--- src/cctp_pkg.sv ---
// ----------------------------------------------------------------------------
// CORDIC Cartesian-to-polar package
// Shared types, fixed-point widths and the arctangent table.
// ----------------------------------------------------------------------------
package cctp_pkg;

  localparam int unsigned XyWidth  = 35;
  localparam int unsigned AccWidth = 34;
  localparam int unsigned AtanEntries = 15;

  localparam logic signed [AccWidth-1:0] HalfPiQ30 = 34'sh06487ED51;
  localparam logic signed [31:0]         GainQ30   = 32'sh26DD3B6A;

  typedef struct packed {
    logic signed [15:0] coord_x;
    logic signed [15:0] coord_y;
  } cctp_in_t;

  typedef struct packed {
    logic        [15:0] magnitude;
    logic signed [15:0] angle;
  } cctp_out_t;

  typedef struct packed {
    logic signed [XyWidth-1:0]  x;
    logic signed [XyWidth-1:0]  y;
    logic signed [AccWidth-1:0] acc;
  } cctp_vec_t;

  function automatic logic signed [AccWidth-1:0] atan_entry(input logic [3:0] idx);
    logic signed [AccWidth-1:0] val;
    case (idx)
      4'd0:    val = 34'sh03243F6A8;
      4'd1:    val = 34'sh01DAC6705;
      4'd2:    val = 34'sh00FADBAFC;
      4'd3:    val = 34'sh007F56EA6;
      4'd4:    val = 34'sh003FEAB76;
      4'd5:    val = 34'sh001FFD55B;
      4'd6:    val = 34'sh000FFFAAA;
      4'd7:    val = 34'sh0007FFF55;
      4'd8:    val = 34'sh0003FFFEA;
      4'd9:    val = 34'sh0001FFFFD;
      4'd10:   val = 34'sh0000FFFFF;
      4'd11:   val = 34'sh00007FFFF;
      4'd12:   val = 34'sh00003FFFF;
      4'd13:   val = 34'sh00001FFFF;
      4'd14:   val = 34'sh00000FFFF;
      default: val = '0;
    endcase
    return val;
  endfunction

endpackage

--- src/cctp_prerot.sv ---
// ----------------------------------------------------------------------------
// CORDIC pre-rotation stage
// Turns points in quadrants II and III into I or IV and seeds the angle.
// ----------------------------------------------------------------------------
module cctp_prerot (
  input  logic                clk_i,
  input  logic                rst_ni,
  input  logic                adv_i,
  input  logic                valid_i,
  input  cctp_pkg::cctp_in_t  data_i,
  output logic                valid_o,
  output cctp_pkg::cctp_vec_t vec_o
);
  import cctp_pkg::*;

  logic signed [XyWidth-1:0] x_ext, y_ext;
  cctp_vec_t                 vec_d, vec_q;
  logic                      valid_q;

  assign x_ext = XyWidth'($signed({data_i.coord_x, 16'h0000}));
  assign y_ext = XyWidth'($signed({data_i.coord_y, 16'h0000}));

  always_comb begin
    vec_d.x   = x_ext;
    vec_d.y   = y_ext;
    vec_d.acc = '0;
    if (x_ext < 0) begin
      if (y_ext > 0) begin
        vec_d.x   = y_ext;
        vec_d.y   = -x_ext;
        vec_d.acc = -HalfPiQ30;
      end else begin
        vec_d.x   = -y_ext;
        vec_d.y   = x_ext;
        vec_d.acc = HalfPiQ30;
      end
    end
  end

  always_ff @(posedge clk_i or negedge rst_ni) begin
    if (!rst_ni) begin
      valid_q <= 1'b0;
    end else if (adv_i) begin
      valid_q <= valid_i;
    end
  end

  always_ff @(posedge clk_i) begin
    if (adv_i) begin
      vec_q <= vec_d;
    end
  end

  assign valid_o = valid_q;
  assign vec_o   = vec_q;

endmodule

--- config.mk ---
export PLATFORM = sky130hd
export DESIGN_NAME = cctp_prerot
export DESIGN_NICKNAME = d
export VERILOG_FILES = /design/src/cctp_pkg.sv /design/src/cctp_prerot.sv
export SDC_FILE = /design/constraint.sdc
export NUM_CORES = 1
export LEC_CHECK = 0
export ABC_AREA = 1
export BUFFER_PORTS_ARGS = -buffer_cell sky130_fd_sc_hd__buf_2
export CAP_MARGIN = 20
export CORE_ASPECT_RATIO = 0.75
export CORE_MARGIN = 10
export CORE_UTILIZATION = 36
export CTS_BUF_LIST = sky130_fd_sc_hd__clkbuf_4
export CTS_CLUSTER_SIZE = 40
export DETAILED_ROUTE_END_ITERATION = 16
export PLACE_DENSITY = 0.61
export SLEW_MARGIN = 40
export SYNTH_ARGS = -nofsm -noshare
export SYNTH_HDL_FRONTEND = slang
export SYNTH_SLANG_ARGS = --single-unit
--- constraint.sdc ---
create_clock -name clk_i -period 1 [get_ports clk_i]
set_input_delay 0.05 -clock clk_i [delete_from_list [all_inputs] [get_ports clk_i]]
set_output_delay 0.05 -clock clk_i [all_outputs]
set_load 0.01 [all_outputs]
==> results_dict.tcl <==
set metrics [dict create \
    synth_warnings 0 \
    fp.coreArea_mm2 0.00842 \
    crit_chain "buf_12, buf_2" \
    root_buffer "clkbuf_4" \
    clock_path_buffers 2 \
    viasPerCell 4.49 \
    layout_common_cells "nand2_1 (129), buf_2 (106), buf_4 (61), edfxtp_1 (41), conb_1 (34)" \
    slowest_stage "edfxtp_1" \
    yosysTopAreaCellShare 0.399 \
    maxSlewViolCount 0 \
    yosysSeqAreaShare 0.407 \
    synthCells 402 \
    yosysTopAreaCell "edfxtp_1" \
    grt_max_degree 30 \
    routed_wl_um 9730 \
    switching_share 0.315 \
    p_leak_nw 2.19 \
    max_freq_ghz 0.877 \
    ant_nets 0 \
    die_w_um 127 \
    port_buffers 108 \
    fin_crit_sh 1.14 \
    cts_buffers 5 \
    crit_buf_inv 2 \
    wl_per_cell_um 14.7 \
    min_from "data_i[16]" \
    p_per_area_mw_per_mm2 1100 \
    min_period_ps 1140 \
    start_kind "flip-flop" \
    fin_ws_ps -140 \
    worstPathRequired_ps 950 \
    r2r_end "valid_o" \
    drc 0 \
    synth-async-reset-ratio 0.0238 \
    overflow 0 \
    synth_flop_cell "edfxtp_1" \
    sequentialPowerShare 0.457 \
    intPower_mw 3.24 \
    r2r_slack_ps 250 \
    cp.depth 2 \
    timing.rr.start "valid_o" \
    htree_levels 2 \
    finish.net_count 589 \
    final_hold_viol_count 0 \
    place_congestion 0.834 \
    std_cell_rows 29 \
    yosys-top-cells-area "edfxtp_1 (40%), nand2_1 (16%), buf_4 (15%), nand3_1 (7.0%), inv_1 (3.9%)" \
    critPathCaptureType "output pin" \
    die_h_um 100 \
    worstSetupPathType "reg2out" \
    slowest_delay_ps 440 \
    cts_num_sinks 42 \
    reg2reg_depth 1 \
    syn-cell-area_mm2 0.00309 \
    finalSetupViolCount 35 \
    drt_pass1_iterations 5 \
    drive_gt1_frac 0.424 \
    finalClockSkew_ps 0 \
    place_hpwl_um 7650 \
    pwr-share-clk 0.249 \
    grt_pass1_vias 2983 \
    antenna_found_initial 1 \
    clk_latency_ps 360 \
    min_to "vec_o[50]" \
    syn_to_final_growth_pct 39.5 \
    synth_seq_cells 42 \
    grt_use_total 0.145 \
    cts_tree "yes" \
    drt_iter0_drc 194 \
    final_common_cell "nand2_1" \
    syn_area_per_cell_um2 7.68 \
    critPathTopFamily "flip-flops" \
    p_comb_frac 0.294 \
    synth_cell_types 29 \
    die_area_mm2 0.0127 \
    tns_ps -4050 \
    whs_path_depth 3 \
    io_pins 141 \
    switching_power_mw 1.49 \
    failed_checks "setup timing" \
    utilization 0.512 \
    path_clk_slew_ps 140 \
    outcome "finished, violations left" \
    initial_utilization 0.367 \
    path_max_fanout 18 \
    max_cap_viol_count 0 \
    ir_worst_vdd_mv 0.542 \
    hold_class "in2reg" \
    synth_edf_count 41 \
    rsz0062_at_grt "true" \
    worstPathArrival_ps 1090 \
    grt_pass1_wl_um 15300 \
    routed-via-count 2968 \
]
power by group through the flow:
stage	clock [mW]	combinational, mW	sequential (mW)
after CTS	1.18	1.35	2.16
after detailed placement	0	1.28	2.22
final	1.18	1.39	2.16
after global routing	1.25	1.53	2.18
after floorplan	0	0.718	2.32
after global placement	0	1.26	2.22
Yosys cell counts, types with 2 or more instances:
cell type / count
nor2_1: 29
buf_2: 4
buf_4: 63
xnor2_1: 2
xor2_1: 5
nand3_1: 43
inv_2: 4
ha_1: 2
inv_1: 32
nand4_1: 11
o22ai_1: 2
nand2_1: 134
nor2_2: 4
clkbuf_1: 5
buf_6: 3
edfxtp_1: 41
o21ai_0: 5
nand3b_1: 2
cell type report:
| type | count | area (µm²) |
|---|---|---|
| multi-input combinational | 284 | 1470 |
| timing repair buffer | 182 | 1210 |
| fill | 821 | 4110 |
| sequential | 42 | 1260 |
| clock inverter | 3 | 43.8 |
| clock buffer | 5 | 37.5 |
| antenna | 1 | 2.50 |
| tap | 108 | 135 |
| inverter | 36 | 160 |
logic make-up (layout without fill, tap and decap cells):
kind of cell,count (synthesis),after routing,synth area share
other cells,1,35,0.00121
simple gates,229,231,0.324
xor+xnor,7,7,0.0199
buf+inv,111,226,0.220
mux,1,1,0.00365
flops,42,42,0.407
compound gates,9,9,0.0162
fa+ha+maj,2,2,0.00810
how the worst max path moves through the flow:
stage | start | to
2_1_floorplan | data_i[1] | vec_o[88]
3_3_place_gp | data_i[1] | vec_o[55]
3_5_place_dp | data_i[1] | vec_o[54]
4_1_cts | vec_o[32] | vec_o[12]
5_1_grt | vec_o[32] | vec_o[19]
6_report | vec_o[32] | vec_o[12]
routing by layer:
metal  track usage  vias to the layer above  part of all wire
met5             0                        -                 0
met4        0.0218                        0            0.0046
met3        0.0421                        5             0.084
met2         0.236                      116              0.45
met1         0.191                     1349              0.46
li1              -                     1498                 -
flip-flops by register name, summed over array words and instances, names as in the netlist:
register	cells
valid_o	1
vec_o	41
per-stage QoR:
step | instance area [µm²] | hold slack (ps) | total power [mW] | cells | setup slack, ps
5_1_grt | 4310 | 19.7 | 4.96 | 661 | -190
4_1_cts | 4130 | 17.1 | 4.69 | 657 | -155
3_3_place_gp | 3920 | -176 | 3.48 | 638 | -424
3_5_place_dp | 3920 | -172 | 3.50 | 638 | -442
2_1_floorplan | 3290 | -246 | 3.03 | 435 | -172
6_report | 4310 | 24.8 | 4.73 | 661 | -140
tightest hold or removal path, cell delays in order:
cell	delay, ps
buf_2	120
nand2_1	50
o21ai_0	60
timing repair:
item	CTS	global route
gates resized for setup	6	32
hold endpoints to repair	4	0
cloned	2	1
hold buffers	5	0
setup endpoints to repair	43	58
buffers inserted	4	2
pin swaps	6	28
(Power assumes the default switching activity.)
