**src/cctp_pkg.sv**
```systemverilog
// ----------------------------------------------------------------------------
// CORDIC Cartesian-to-polar package
// Shared types, fixed-point widths and the arctangent table.
// ----------------------------------------------------------------------------
package cctp_pkg;

  localparam int unsigned XyWidth  = 35;
  localparam int unsigned AccWidth = 34;
  localparam int unsigned AtanEntries = 15;

  localparam logic signed [AccWidth-1:0] HalfPiQ30 = 34'sh06487ED51;
  localparam logic signed [31:0]         GainQ30   = 32'sh26DD3B6A;

  typedef struct packed {
    logic signed [15:0] coord_x;
    logic signed [15:0] coord_y;
  } cctp_in_t;

  typedef struct packed {
    logic        [15:0] magnitude;
    logic signed [15:0] angle;
  } cctp_out_t;

  typedef struct packed {
    logic signed [XyWidth-1:0]  x;
    logic signed [XyWidth-1:0]  y;
    logic signed [AccWidth-1:0] acc;
  } cctp_vec_t;

  function automatic logic signed [AccWidth-1:0] atan_entry(input logic [3:0] idx);
    logic signed [AccWidth-1:0] val;
    case (idx)
      4'd0:    val = 34'sh03243F6A8;
      4'd1:    val = 34'sh01DAC6705;
      4'd2:    val = 34'sh00FADBAFC;
      4'd3:    val = 34'sh007F56EA6;
      4'd4:    val = 34'sh003FEAB76;
      4'd5:    val = 34'sh001FFD55B;
      4'd6:    val = 34'sh000FFFAAA;
      4'd7:    val = 34'sh0007FFF55;
      4'd8:    val = 34'sh0003FFFEA;
      4'd9:    val = 34'sh0001FFFFD;
      4'd10:   val = 34'sh0000FFFFF;
      4'd11:   val = 34'sh00007FFFF;
      4'd12:   val = 34'sh00003FFFF;
      4'd13:   val = 34'sh00001FFFF;
      4'd14:   val = 34'sh00000FFFF;
      default: val = '0;
    endcase
    return val;
  endfunction

endpackage

```
**src/cctp_stage.sv**
```systemverilog
// ----------------------------------------------------------------------------
// CORDIC micro-rotation stage
// One vectoring step steered by the sign of y, with a fixed shift.
// ----------------------------------------------------------------------------
module cctp_stage #(
  parameter int unsigned SHIFT = 0
) (
  input  logic                clk_i,
  input  logic                rst_ni,
  input  logic                adv_i,
  input  logic                valid_i,
  input  cctp_pkg::cctp_vec_t vec_i,
  output logic                valid_o,
  output cctp_pkg::cctp_vec_t vec_o
);
  import cctp_pkg::*;

  logic signed [XyWidth-1:0]  xs, ys;
  logic signed [AccWidth-1:0] atan_val;
  cctp_vec_t                  vec_d, vec_q;
  logic                       valid_q;

  assign xs       = vec_i.x >>> SHIFT;
  assign ys       = vec_i.y >>> SHIFT;
  assign atan_val = atan_entry(4'(SHIFT));

  always_comb begin
    if (vec_i.y >= 0) begin
      vec_d.x   = vec_i.x + ys;
      vec_d.y   = vec_i.y - xs;
      vec_d.acc = vec_i.acc - atan_val;
    end else begin
      vec_d.x   = vec_i.x - ys;
      vec_d.y   = vec_i.y + xs;
      vec_d.acc = vec_i.acc + atan_val;
    end
  end

  always_ff @(posedge clk_i or negedge rst_ni) begin
    if (!rst_ni) begin
      valid_q <= 1'b0;
    end else if (adv_i) begin
      valid_q <= valid_i;
    end
  end

  always_ff @(posedge clk_i) begin
    if (adv_i) begin
      vec_q <= vec_d;
    end
  end

  assign valid_o = valid_q;
  assign vec_o   = vec_q;

endmodule

```
**config.mk**
```make
export PLATFORM = sky130hd
export DESIGN_NAME = cctp_stage
export DESIGN_NICKNAME = d
export VERILOG_FILES = /design/src/cctp_pkg.sv /design/src/cctp_stage.sv
export SDC_FILE = /design/constraint.sdc
export NUM_CORES = 1
export LEC_CHECK = 0
export BUFFER_PORTS_ARGS = -buffer_cell sky130_fd_sc_hd__clkbuf_2
export CORE_UTILIZATION = 39
export CTS_BUF_LIST = sky130_fd_sc_hd__clkbuf_8
export CTS_CLUSTER_SIZE = 25
export DETAILED_ROUTE_END_ITERATION = 10
export PLACE_DENSITY = 0.66
export SLEW_MARGIN = 25
export SYNTH_ARGS = -nofsm -noshare
export SYNTH_HDL_FRONTEND = slang
export SYNTH_SLANG_ARGS = --single-unit
export TNS_END_PERCENT = 10
```
**constraint.sdc**
```tcl
create_clock -name clk_i -period 1.9 [get_ports clk_i]
set_clock_uncertainty 0.15 [all_clocks]
set_input_delay 0.285 -clock clk_i [delete_from_list [all_inputs] [get_ports clk_i]]
set_output_delay 0.285 -clock clk_i [all_outputs]
set_load 0.01 [all_outputs]
```
==> results.py <==
metrics = {
    "outcome": {
        "status": "complete, but fails checks",
        "violations": "negative setup slack",
    },
    "synthesis": {
        "syn-cell-area_um2": 10600,
        "synth_cell_types": 78,
        "netlist.area_leader.share_pct": 29.2,
        "synthCells": 1228,
        "synth_ff_type": "edfxtp_1",
        "synth_nets": 1471,
        "ys_warn_count": 0,
        "yosys-top-cells-count": "136 x a21oi_1, 131 x ha_1, 112 x inv_1, 106 x o21ai_0, 103 x edfxtp_1",
        "synth_seq_area_share_pct": 29.5,
        "synth_async_sr_flop_share_pct": 0.962,
        "synth_top_area_cell": "edfxtp_1",
        "ys_seq_elements": 104,
        "synth.most_common_cell": "a21oi_1",
        "synthTopCellsByArea": "edfxtp_1 29%, ha_1 15%, a21oi_1 6.4%",
        "synth_edf_count": 103,
        "avgSynthCellArea_um2": 8.62,
    },
    "setup_path": {
        "reg2reg_to": "valid_o",
        "arrival_ns": 2.92,
        "rr_worst_depth": 1,
        "crit_type": "in2reg",
        "r2r_setup_slack_ns": 0.99,
        "endpoint_kind": "register",
        "cp-start-kind": "input port",
        "worstPathRequired_ns": 1.91,
        "critPathMaxFanout": 3,
        "r2r-start": "valid_o",
    },
    "global_routing": {
        "grt_pass1_vias": 11836,
        "grt_max_degree": 77,
        "met1_usage_pct": 37.9,
        "antenna_found_initial": 0,
        "use_met2_pct": 45.0,
        "globalRouteMet3Util_pct": 3.92,
        "grt.overflow.total": 0,
        "grtUsageTotal_pct": 27.8,
        "grt_pass1_wl_mm": 61.6,
        "top_usage_layer": "met2",
    },
    "power_and_ir_drop": {
        "p_int_mw": 6.13,
        "comb_power_share_pct": 53.2,
        "switching_share_pct": 38.1,
        "ir_drop_uv": 334,
        "clkPwrFrac_pct": 14.9,
        "leakagePower_nw": 8.10,
        "p_sw_mw": 3.77,
        "seqPwrFrac_pct": 31.9,
        "powerDensity_nw_per_um2": 573,
    },
    "floorplan": {
        "dieArea_um2": 27800,
        "io-pin-count": 213,
        "row_count": 59,
        "core-area_um2": 26400,
        "die_h_um": 167,
        "start_util_pct": 40.2,
        "die_w_um": 167,
    },
    "layout": {
        "n_antenna_cell": 0,
        "post-route-util_pct": 65.6,
        "final_nets": 2123,
        "layout-drive-gt1-share_pct": 48.0,
        "syn2layout_area_growth_pct": 63.2,
    },
    "clocking": {
        "htreeDepth": 3,
        "cts_tree": "done",
        "path_clk_slew_ns": 0.13,
        "cts-root-buf": "clkbuf_8",
        "cts.sinks": 104,
        "clk_latency_ns": 0.40,
        "numCtsBuffers": 9,
        "clockBufferDepth": 2,
    },
    "timing": {
        "timing.final.crit_share_pct": 153,
        "slew_violations": 0,
        "max_freq_ghz": 0.343,
        "fin_hold_ws_ns": 0.0437,
        "rsz0062_at_grt": "true",
        "layout_min_cycle_time_ns": 2.91,
        "slew_headroom_pct": 42.4,
        "worst_pin_slew_ns": 0.865,
        "hold_viol": 0,
        "worst_slack_ns": -1.01,
        "finalSetupViolCount": 78,
    },
    "min_path": {
        "holdCritStartpoint": "vec_i[103]",
        "min_to": "vec_o[68]",
        "min_delay_path_depth": 2,
        "worstHoldPathType": "in2reg",
    },
    "routing": {
        "postRouteAntennaNets": 0,
        "drt_drc_violations_left": 0,
        "wl_per_cell_um": 17.8,
        "vias_per_cell": 5.43,
        "dr.pass1.iters": 6,
        "drtIter0Drc": 974,
        "vias": 12050,
        "totalWireLength_mm": 39.6,
    },
    "place": {
        "gp_congestion": 0.958,
        "portBuffers": 212,
        "dp.final_hpwl_mm": 30.9,
    },
    "job": {
        "maxCapViolations": 0,
    },
}
## cells in the final DEF (no fill, tap or decap), drive strengths merged, types with 44 or more instances in the layout
master  count
buf       487
clkbuf    206
a21oi     136
ha        131
inv       117
o21ai     109
edfxtp    103
nor2       83
xnor2      76
nand2      70
a21o       44
## cell type report
cell class	count	area, um2
Tap cell	335	419
Fill cell	2118	9080
Sequential cell	104	3120
Clock buffer	9	124
Timing Repair Buffer	690	4990
Clock inverter	7	71.3
Inverter	114	477
Multi-Input combinational cell	961	8070
## layer usage
layer | vias to the layer above | wire length (um)
li1 | 5767 | -
met1 | 5672 | 17600
met2 | 508 | 18100
met3 | 103 | 2540
met4 | 0 | 1360
met5 | - | 0
## kinds of logic (layout without fill, tap and decap cells)
group / Yosys count / in the layout / synth area share [%]
compound gates: 425 / 425 / 25.3
flops: 104 / 104 / 29.5
simple gates: 289 / 289 / 13.5
fa+ha+maj: 135 / 135 / 16.2
xor+xnor: 93 / 93 / 7.70
buf+inv: 163 / 820 / 5.91
mux: 19 / 19 / 1.81
## stage by stage
stage	instance area [um2]	setup WS, ns	instances	TNS, ns	total power, mW
floorplan	10800	-1.25	1228	-54.87	5.44
global placement	15400	-1.72	2162	-96.65	7.65
detailed placement	15400	-1.73	2162	-100.12	7.73
CTS	16800	-1.02	2211	-38.10	9.65
global route	17300	-0.998	2220	-46.68	10.4
finish	17300	-1.01	2220	-41.41	9.90
## worst max-delay path, stage by stage
cell	delay, ns
buf_8	0.10
inv_4	0.05
ha_4	0.19
or4_4	0.55
or3_4	0.37
or3_4	0.35
a211o_4	0.31
and3_4	0.18
o22a_4	0.19
a221oi_2	0.27
xor2_1	0.09
## how the worst max path moves through the flow
stage / from / end / slack (ns) / depth (start not counted)
2_1_floorplan: vec_i[52] / vec_o[65] / -1.25 / 11
3_3_place_gp: vec_i[55] / vec_o[65] / -1.72 / 12
3_5_place_dp: vec_i[55] / vec_o[65] / -1.73 / 12
4_1_cts: vec_i[57] / vec_o[103] / -1.02 / 11
5_1_grt: vec_i[37] / vec_o[65] / -1.0 / 13
6_report: vec_i[57] / vec_o[103] / -1.01 / 11
## timing repair
action	CTS	global route
endpoints found under the hold margin	5	0
setup buffers	29	10
pin swaps	68	53
hold buffers	6	0
resized for setup	205	106
setup endpoints to repair	82	81
## power by group through the flow
| stage | Clock, mW | Combinational, mW | Sequential, mW |
|---|---|---|---|
| detailed placement | 0 | 4.51 | 3.22 |
| global placement | 0 | 4.45 | 3.20 |
| CTS | 1.52 | 4.97 | 3.17 |
| global route | 1.58 | 5.63 | 3.19 |
| finish | 1.47 | 5.27 | 3.16 |
| floorplan | 0 | 2.04 | 3.39 |
## state kept, by name (all words and copies together) (netlist names)
signal   count
valid_o      1
vec_o      103
Note: power is estimated with default switching activity, not from simulation.
