$ cat src/cctp_pkg.sv
// ----------------------------------------------------------------------------
// CORDIC Cartesian-to-polar package
// Shared types, fixed-point widths and the arctangent table.
// ----------------------------------------------------------------------------
package cctp_pkg;

  localparam int unsigned XyWidth  = 35;
  localparam int unsigned AccWidth = 34;
  localparam int unsigned AtanEntries = 15;

  localparam logic signed [AccWidth-1:0] HalfPiQ30 = 34'sh06487ED51;
  localparam logic signed [31:0]         GainQ30   = 32'sh26DD3B6A;

  typedef struct packed {
    logic signed [15:0] coord_x;
    logic signed [15:0] coord_y;
  } cctp_in_t;

  typedef struct packed {
    logic        [15:0] magnitude;
    logic signed [15:0] angle;
  } cctp_out_t;

  typedef struct packed {
    logic signed [XyWidth-1:0]  x;
    logic signed [XyWidth-1:0]  y;
    logic signed [AccWidth-1:0] acc;
  } cctp_vec_t;

  function automatic logic signed [AccWidth-1:0] atan_entry(input logic [3:0] idx);
    logic signed [AccWidth-1:0] val;
    case (idx)
      4'd0:    val = 34'sh03243F6A8;
      4'd1:    val = 34'sh01DAC6705;
      4'd2:    val = 34'sh00FADBAFC;
      4'd3:    val = 34'sh007F56EA6;
      4'd4:    val = 34'sh003FEAB76;
      4'd5:    val = 34'sh001FFD55B;
      4'd6:    val = 34'sh000FFFAAA;
      4'd7:    val = 34'sh0007FFF55;
      4'd8:    val = 34'sh0003FFFEA;
      4'd9:    val = 34'sh0001FFFFD;
      4'd10:   val = 34'sh0000FFFFF;
      4'd11:   val = 34'sh00007FFFF;
      4'd12:   val = 34'sh00003FFFF;
      4'd13:   val = 34'sh00001FFFF;
      4'd14:   val = 34'sh00000FFFF;
      default: val = '0;
    endcase
    return val;
  endfunction

endpackage

$ cat src/cctp_post.sv
// ----------------------------------------------------------------------------
// CORDIC output stages
// Gain correction multiply, then rounding and saturation of both fields.
// ----------------------------------------------------------------------------
module cctp_post (
  input  logic                clk_i,
  input  logic                rst_ni,
  input  logic                adv_i,
  input  logic                valid_i,
  input  cctp_pkg::cctp_vec_t vec_i,
  output logic                valid_o,
  output cctp_pkg::cctp_out_t data_o
);
  import cctp_pkg::*;

  localparam int unsigned ProdWidth = XyWidth + 32;

  logic signed [ProdWidth-1:0] prod_d, prod_q;
  logic                        pos_d, pos_q;
  logic signed [AccWidth-1:0]  acc_q;
  logic                        valid1_q, valid2_q;

  logic        [ProdWidth-1:0] prod_rnd;
  logic        [19:0]          mag_wide;
  logic signed [AccWidth:0]    ang_rnd;
  logic signed [17:0]          ang_wide;
  cctp_out_t                   out_d, out_q;

  assign prod_d = ProdWidth'(vec_i.x) * ProdWidth'(GainQ30);
  assign pos_d  = (vec_i.x > 0);

  assign prod_rnd = unsigned'(prod_q) + (ProdWidth'(1) << 45);
  assign mag_wide = prod_rnd[65:46];
  assign ang_rnd  = -(AccWidth+1)'(acc_q) + (AccWidth+1)'(65536);
  assign ang_wide = 18'(ang_rnd >>> 17);

  always_comb begin
    if (!pos_q) begin
      out_d.magnitude = '0;
    end else if (mag_wide > 20'd65535) begin
      out_d.magnitude = 16'hFFFF;
    end else begin
      out_d.magnitude = mag_wide[15:0];
    end
    if (ang_wide > 18'sd32767) begin
      out_d.angle = 16'sh7FFF;
    end else if (ang_wide < -18'sd32768) begin
      out_d.angle = 16'sh8000;
    end else begin
      out_d.angle = ang_wide[15:0];
    end
  end

  always_ff @(posedge clk_i or negedge rst_ni) begin
    if (!rst_ni) begin
      valid1_q <= 1'b0;
      valid2_q <= 1'b0;
    end else if (adv_i) begin
      valid1_q <= valid_i;
      valid2_q <= valid1_q;
    end
  end

  always_ff @(posedge clk_i) begin
    if (adv_i) begin
      prod_q <= prod_d;
      pos_q  <= pos_d;
      acc_q  <= vec_i.acc;
      out_q  <= out_d;
    end
  end

  assign valid_o = valid2_q;
  assign data_o  = out_q;

endmodule

$ cat config.mk
export PLATFORM = sky130hd
export DESIGN_NAME = cctp_post
export DESIGN_NICKNAME = d
export VERILOG_FILES = /design/src/cctp_pkg.sv /design/src/cctp_post.sv
export SDC_FILE = /design/constraint.sdc
export NUM_CORES = 1
export LEC_CHECK = 0
export BUFFER_PORTS_ARGS = -buffer_cell sky130_fd_sc_hd__buf_2
export CAP_MARGIN = 30
export CORE_ASPECT_RATIO = 1.5
export CORE_MARGIN = 2
export CORE_UTILIZATION = 60
export DETAILED_ROUTE_END_ITERATION = 8
export PLACE_DENSITY = 0.79
export SLEW_MARGIN = 20
export SYNTH_ARGS = -nofsm -noshare
export SYNTH_HDL_FRONTEND = slang
export SYNTH_SLANG_ARGS = --single-unit
$ cat constraint.sdc
create_clock -name clk_i -period 3.76 [get_ports clk_i]
set_input_delay 0.564 -clock clk_i [delete_from_list [all_inputs] [get_ports clk_i]]
set_output_delay 0.564 -clock clk_i [all_outputs]
set_load 0.01 [all_outputs]
==> results_dict.tcl <==
set metrics [dict create \
    grt.total_usage_pct 40.86 \
    cp-startpoint "vec_i[84]" \
    crit_end "prod_q[64]" \
    dp_hpwl_um 67970 \
    drive_gt1_share_pct 28.78 \
    die-width_um 165.2 \
    synth_xor_area_share_pct 2.509 \
    drt_wl_total_um 77400 \
    rr_startpoint "acc_q[8]" \
    synth.area.mux_share_pct 0.09628 \
    ys.warnings.count 0 \
    crit_fanout 4 \
    synth-seq-cells 90 \
    clock_latency_ns 0.34 \
    core_area_sq_mm 0.03843 \
    drt-pass1-iter-count 5 \
    ys_seq_area_share_pct 11.51 \
    timing.final.ws_setup_ns -3.405 \
    grt_pass1_wl_um 117000 \
    hold_path_class "input port to flip-flop" \
    gp_congestion 1.024 \
    nNetsFinal 3719 \
    fmax_mhz 139.6 \
    startpoint_type "input port" \
    synth-simple-area-share_pct 4.354 \
    grt_max_degree 46 \
    cp_data_required_time_ns 3.85 \
    status "finished, violations left" \
    drt-vias-per-instance 5.383 \
    antenna_found_initial 4 \
    syn2layout_area_growth_pct 25.18 \
    worst-setup-path-type "input port to flip-flop" \
    drt_iter0_drc 798 \
    finalNonFillerCells 3251 \
    reg2reg_to "data_o[12]" \
    synth_fa_ha_area_share_pct 63.13 \
    synth.avg_cell_area_sq_um 10.51 \
    cts_buffers 9 \
    synth_compound_area_share_pct 4.680 \
    clkSinkCount 90 \
    die_area_sq_mm 0.04061 \
    ys.flop_type "edfxtp_1" \
    endpoint_kind "flip-flop" \
    worstMarginPinSlew_ns 0.7614 \
    vias 17500 \
    rsz0062_at_grt "true" \
    synth_cells 2226 \
    cts_tree "yes" \
    cts-root-buf "clkbuf_16" \
    synth_top_family_by_area "adder cells" \
    htree_levels 3 \
    fin_area_sq_mm 0.02928 \
    min_period_over_period_pct 190.6 \
    drc 0 \
    arrival_ns 7.25 \
    ctsLongestPathBuffers 2 \
    syn_area_sq_mm 0.02339 \
    io_pins 141 \
    reg2reg_slack_ns 0.46 \
    final_util_pct 76.20 \
    post_drt_wl_per_cell_um 23.81 \
    skew_ns 0.008144 \
    grt_pass1_vias 20560 \
    place_area_sq_mm 0.02826 \
    yosysUniqueCellTypes 59 \
    timing.slew.headroom_pct 48.57 \
    num_rows 88 \
    initial_core_util_pct 60.87 \
    r2r_cells 10 \
    violations "setup timing" \
    synth_edf_count 88 \
    finalHoldViolCount 0 \
    clkTransAtPathRegs_ns 0.06 \
    grt_remaining_overflow 0 \
    port_buffers 105 \
    drv_slew 0 \
    synth_nets 3195 \
    numPlacedInstances 3210 \
    synthArstFlopShare_pct 2.222 \
    ant_nets 0 \
    finalSetupViolations 21 \
    maxCapViolations 0 \
    die_y_um 245.8 \
    layout_min_cycle_time_ns 7.165 \
]
-- per-stage QoR --
stage / hold slack (ns) / setup TNS (ns) / worst slack [ns]
after floorplan: 0.2684 / -54.91 / -2.747
after global placement: 0.3474 / -77.48 / -3.936
after detailed placement: 0.3508 / -78.23 / -3.988
after CTS: 0.3927 / -66.08 / -3.304
after global routing: 0.3934 / -71.64 / -3.621
final: 0.4008 / -68.51 / -3.405
-- cell usage after synthesis (all sizes together), types with 5 or more instances --
cell    count  area, sq um
fa        532        10650
nor3       13        65.06
xor2       30        262.8
o21ai      42        210.2
edfxtp     88         2643
or2         8        52.55
a31oi       7        43.79
nor4        8        50.05
inv       846         3176
a21boi     16        120.1
and3       12        75.07
nand2      34        142.6
nor2       29        111.4
nor2b      17        106.4
a21o       21        157.7
nand4      12        75.07
nand2b     10        62.56
nand3      21        105.1
and2        5        31.28
a21oi      54        274.0
xnor2      37        324.1
ha        329         4116
-- critical path, stage by stage --
cell and delay, ns:
clkbuf_4 0.15, buf_4 0.18, ha_1 0.29, inv_1 0.09
fa_1 0.44, fa_1 0.53, inv_1 0.06, fa_1 0.59
fa_1 0.46, fa_1 0.48, fa_1 0.49, inv_1 0.07
fa_1 0.53, inv_1 0.08, ha_4 0.25, a21oi_2 0.15
o21ai_1 0.10, a31oi_1 0.22, o211ai_1 0.21, nor4_4 0.35
nor4_2 0.07, buf_4 0.17, o311ai_4 0.27, nand3_2 0.17
buf_6 0.16, nand2_2 0.05, xnor2_1 0.08
-- logic make-up after synthesis --
group	count (synthesis)
compound gates	173
simple gates	182
mux	2
fa+ha+maj	861
flops	90
buf+inv	851
xor+xnor	67
-- state kept, by name (all words and copies together) (netlist names) --
register / cells
acc_q: 34
pos_q: 1
valid1_q: 1
valid_o: 1
prod_q: 21
data_o: 32
-- layer usage --
metal  share of wire, %  up-vias  GRT usage (%)
met5              0.050        -              0
met1                 31     8912          39.27
li1                   -     7636              -
met4                 12        6          36.24
met2                 52      590          72.43
met3                4.8      356          8.264
-- what timing repair did --
item	4_1_cts	5_1_grt
pin swaps	38	64
endpoints found under the hold margin	2	0
hold buffers	1	0
setup buffers	15	8
resized for setup	93	66
endpoints found under the setup margin	21	21
-- worst min-delay path by stage --
stage,cells past startpoint,end,startpoint
2_1_floorplan,0,valid1_q,rst_ni
3_3_place_gp,1,valid_o,rst_ni
3_5_place_dp,1,valid_o,rst_ni
4_1_cts,1,acc_q[26],vec_i[26]
5_1_grt,1,acc_q[3],vec_i[3]
6_report,1,acc_q[26],vec_i[26]
-- area by class of cell --
type                            instances  area, sq um
Antenna cell                            1        2.502
Tap cell                              495        619.3
Clock inverter                          3        16.27
Clock buffer                           13        240.2
Fill cell                            2640         9145
Sequential cell                        90         2693
Multi-Input combinational cell       1285        18650
Inverter                              846         3226
Timing Repair Buffer                  518         3835
-- placed cells by master, fill, tap and decap left out, drive strengths merged, types with 29 or more instances in the layout --
master,netlist,layout
nand2,34,34
a21oi,54,54
buf,2,516
xnor2,37,37
nor2,29,29
ha,329,329
fa,532,532
xor2,30,30
inv,846,842
edfxtp,88,88
o21ai,42,42
Power is left out: the tool's default activity adds up to more than one toggle a clock period on the data nets, which glitch-free logic cannot reach.
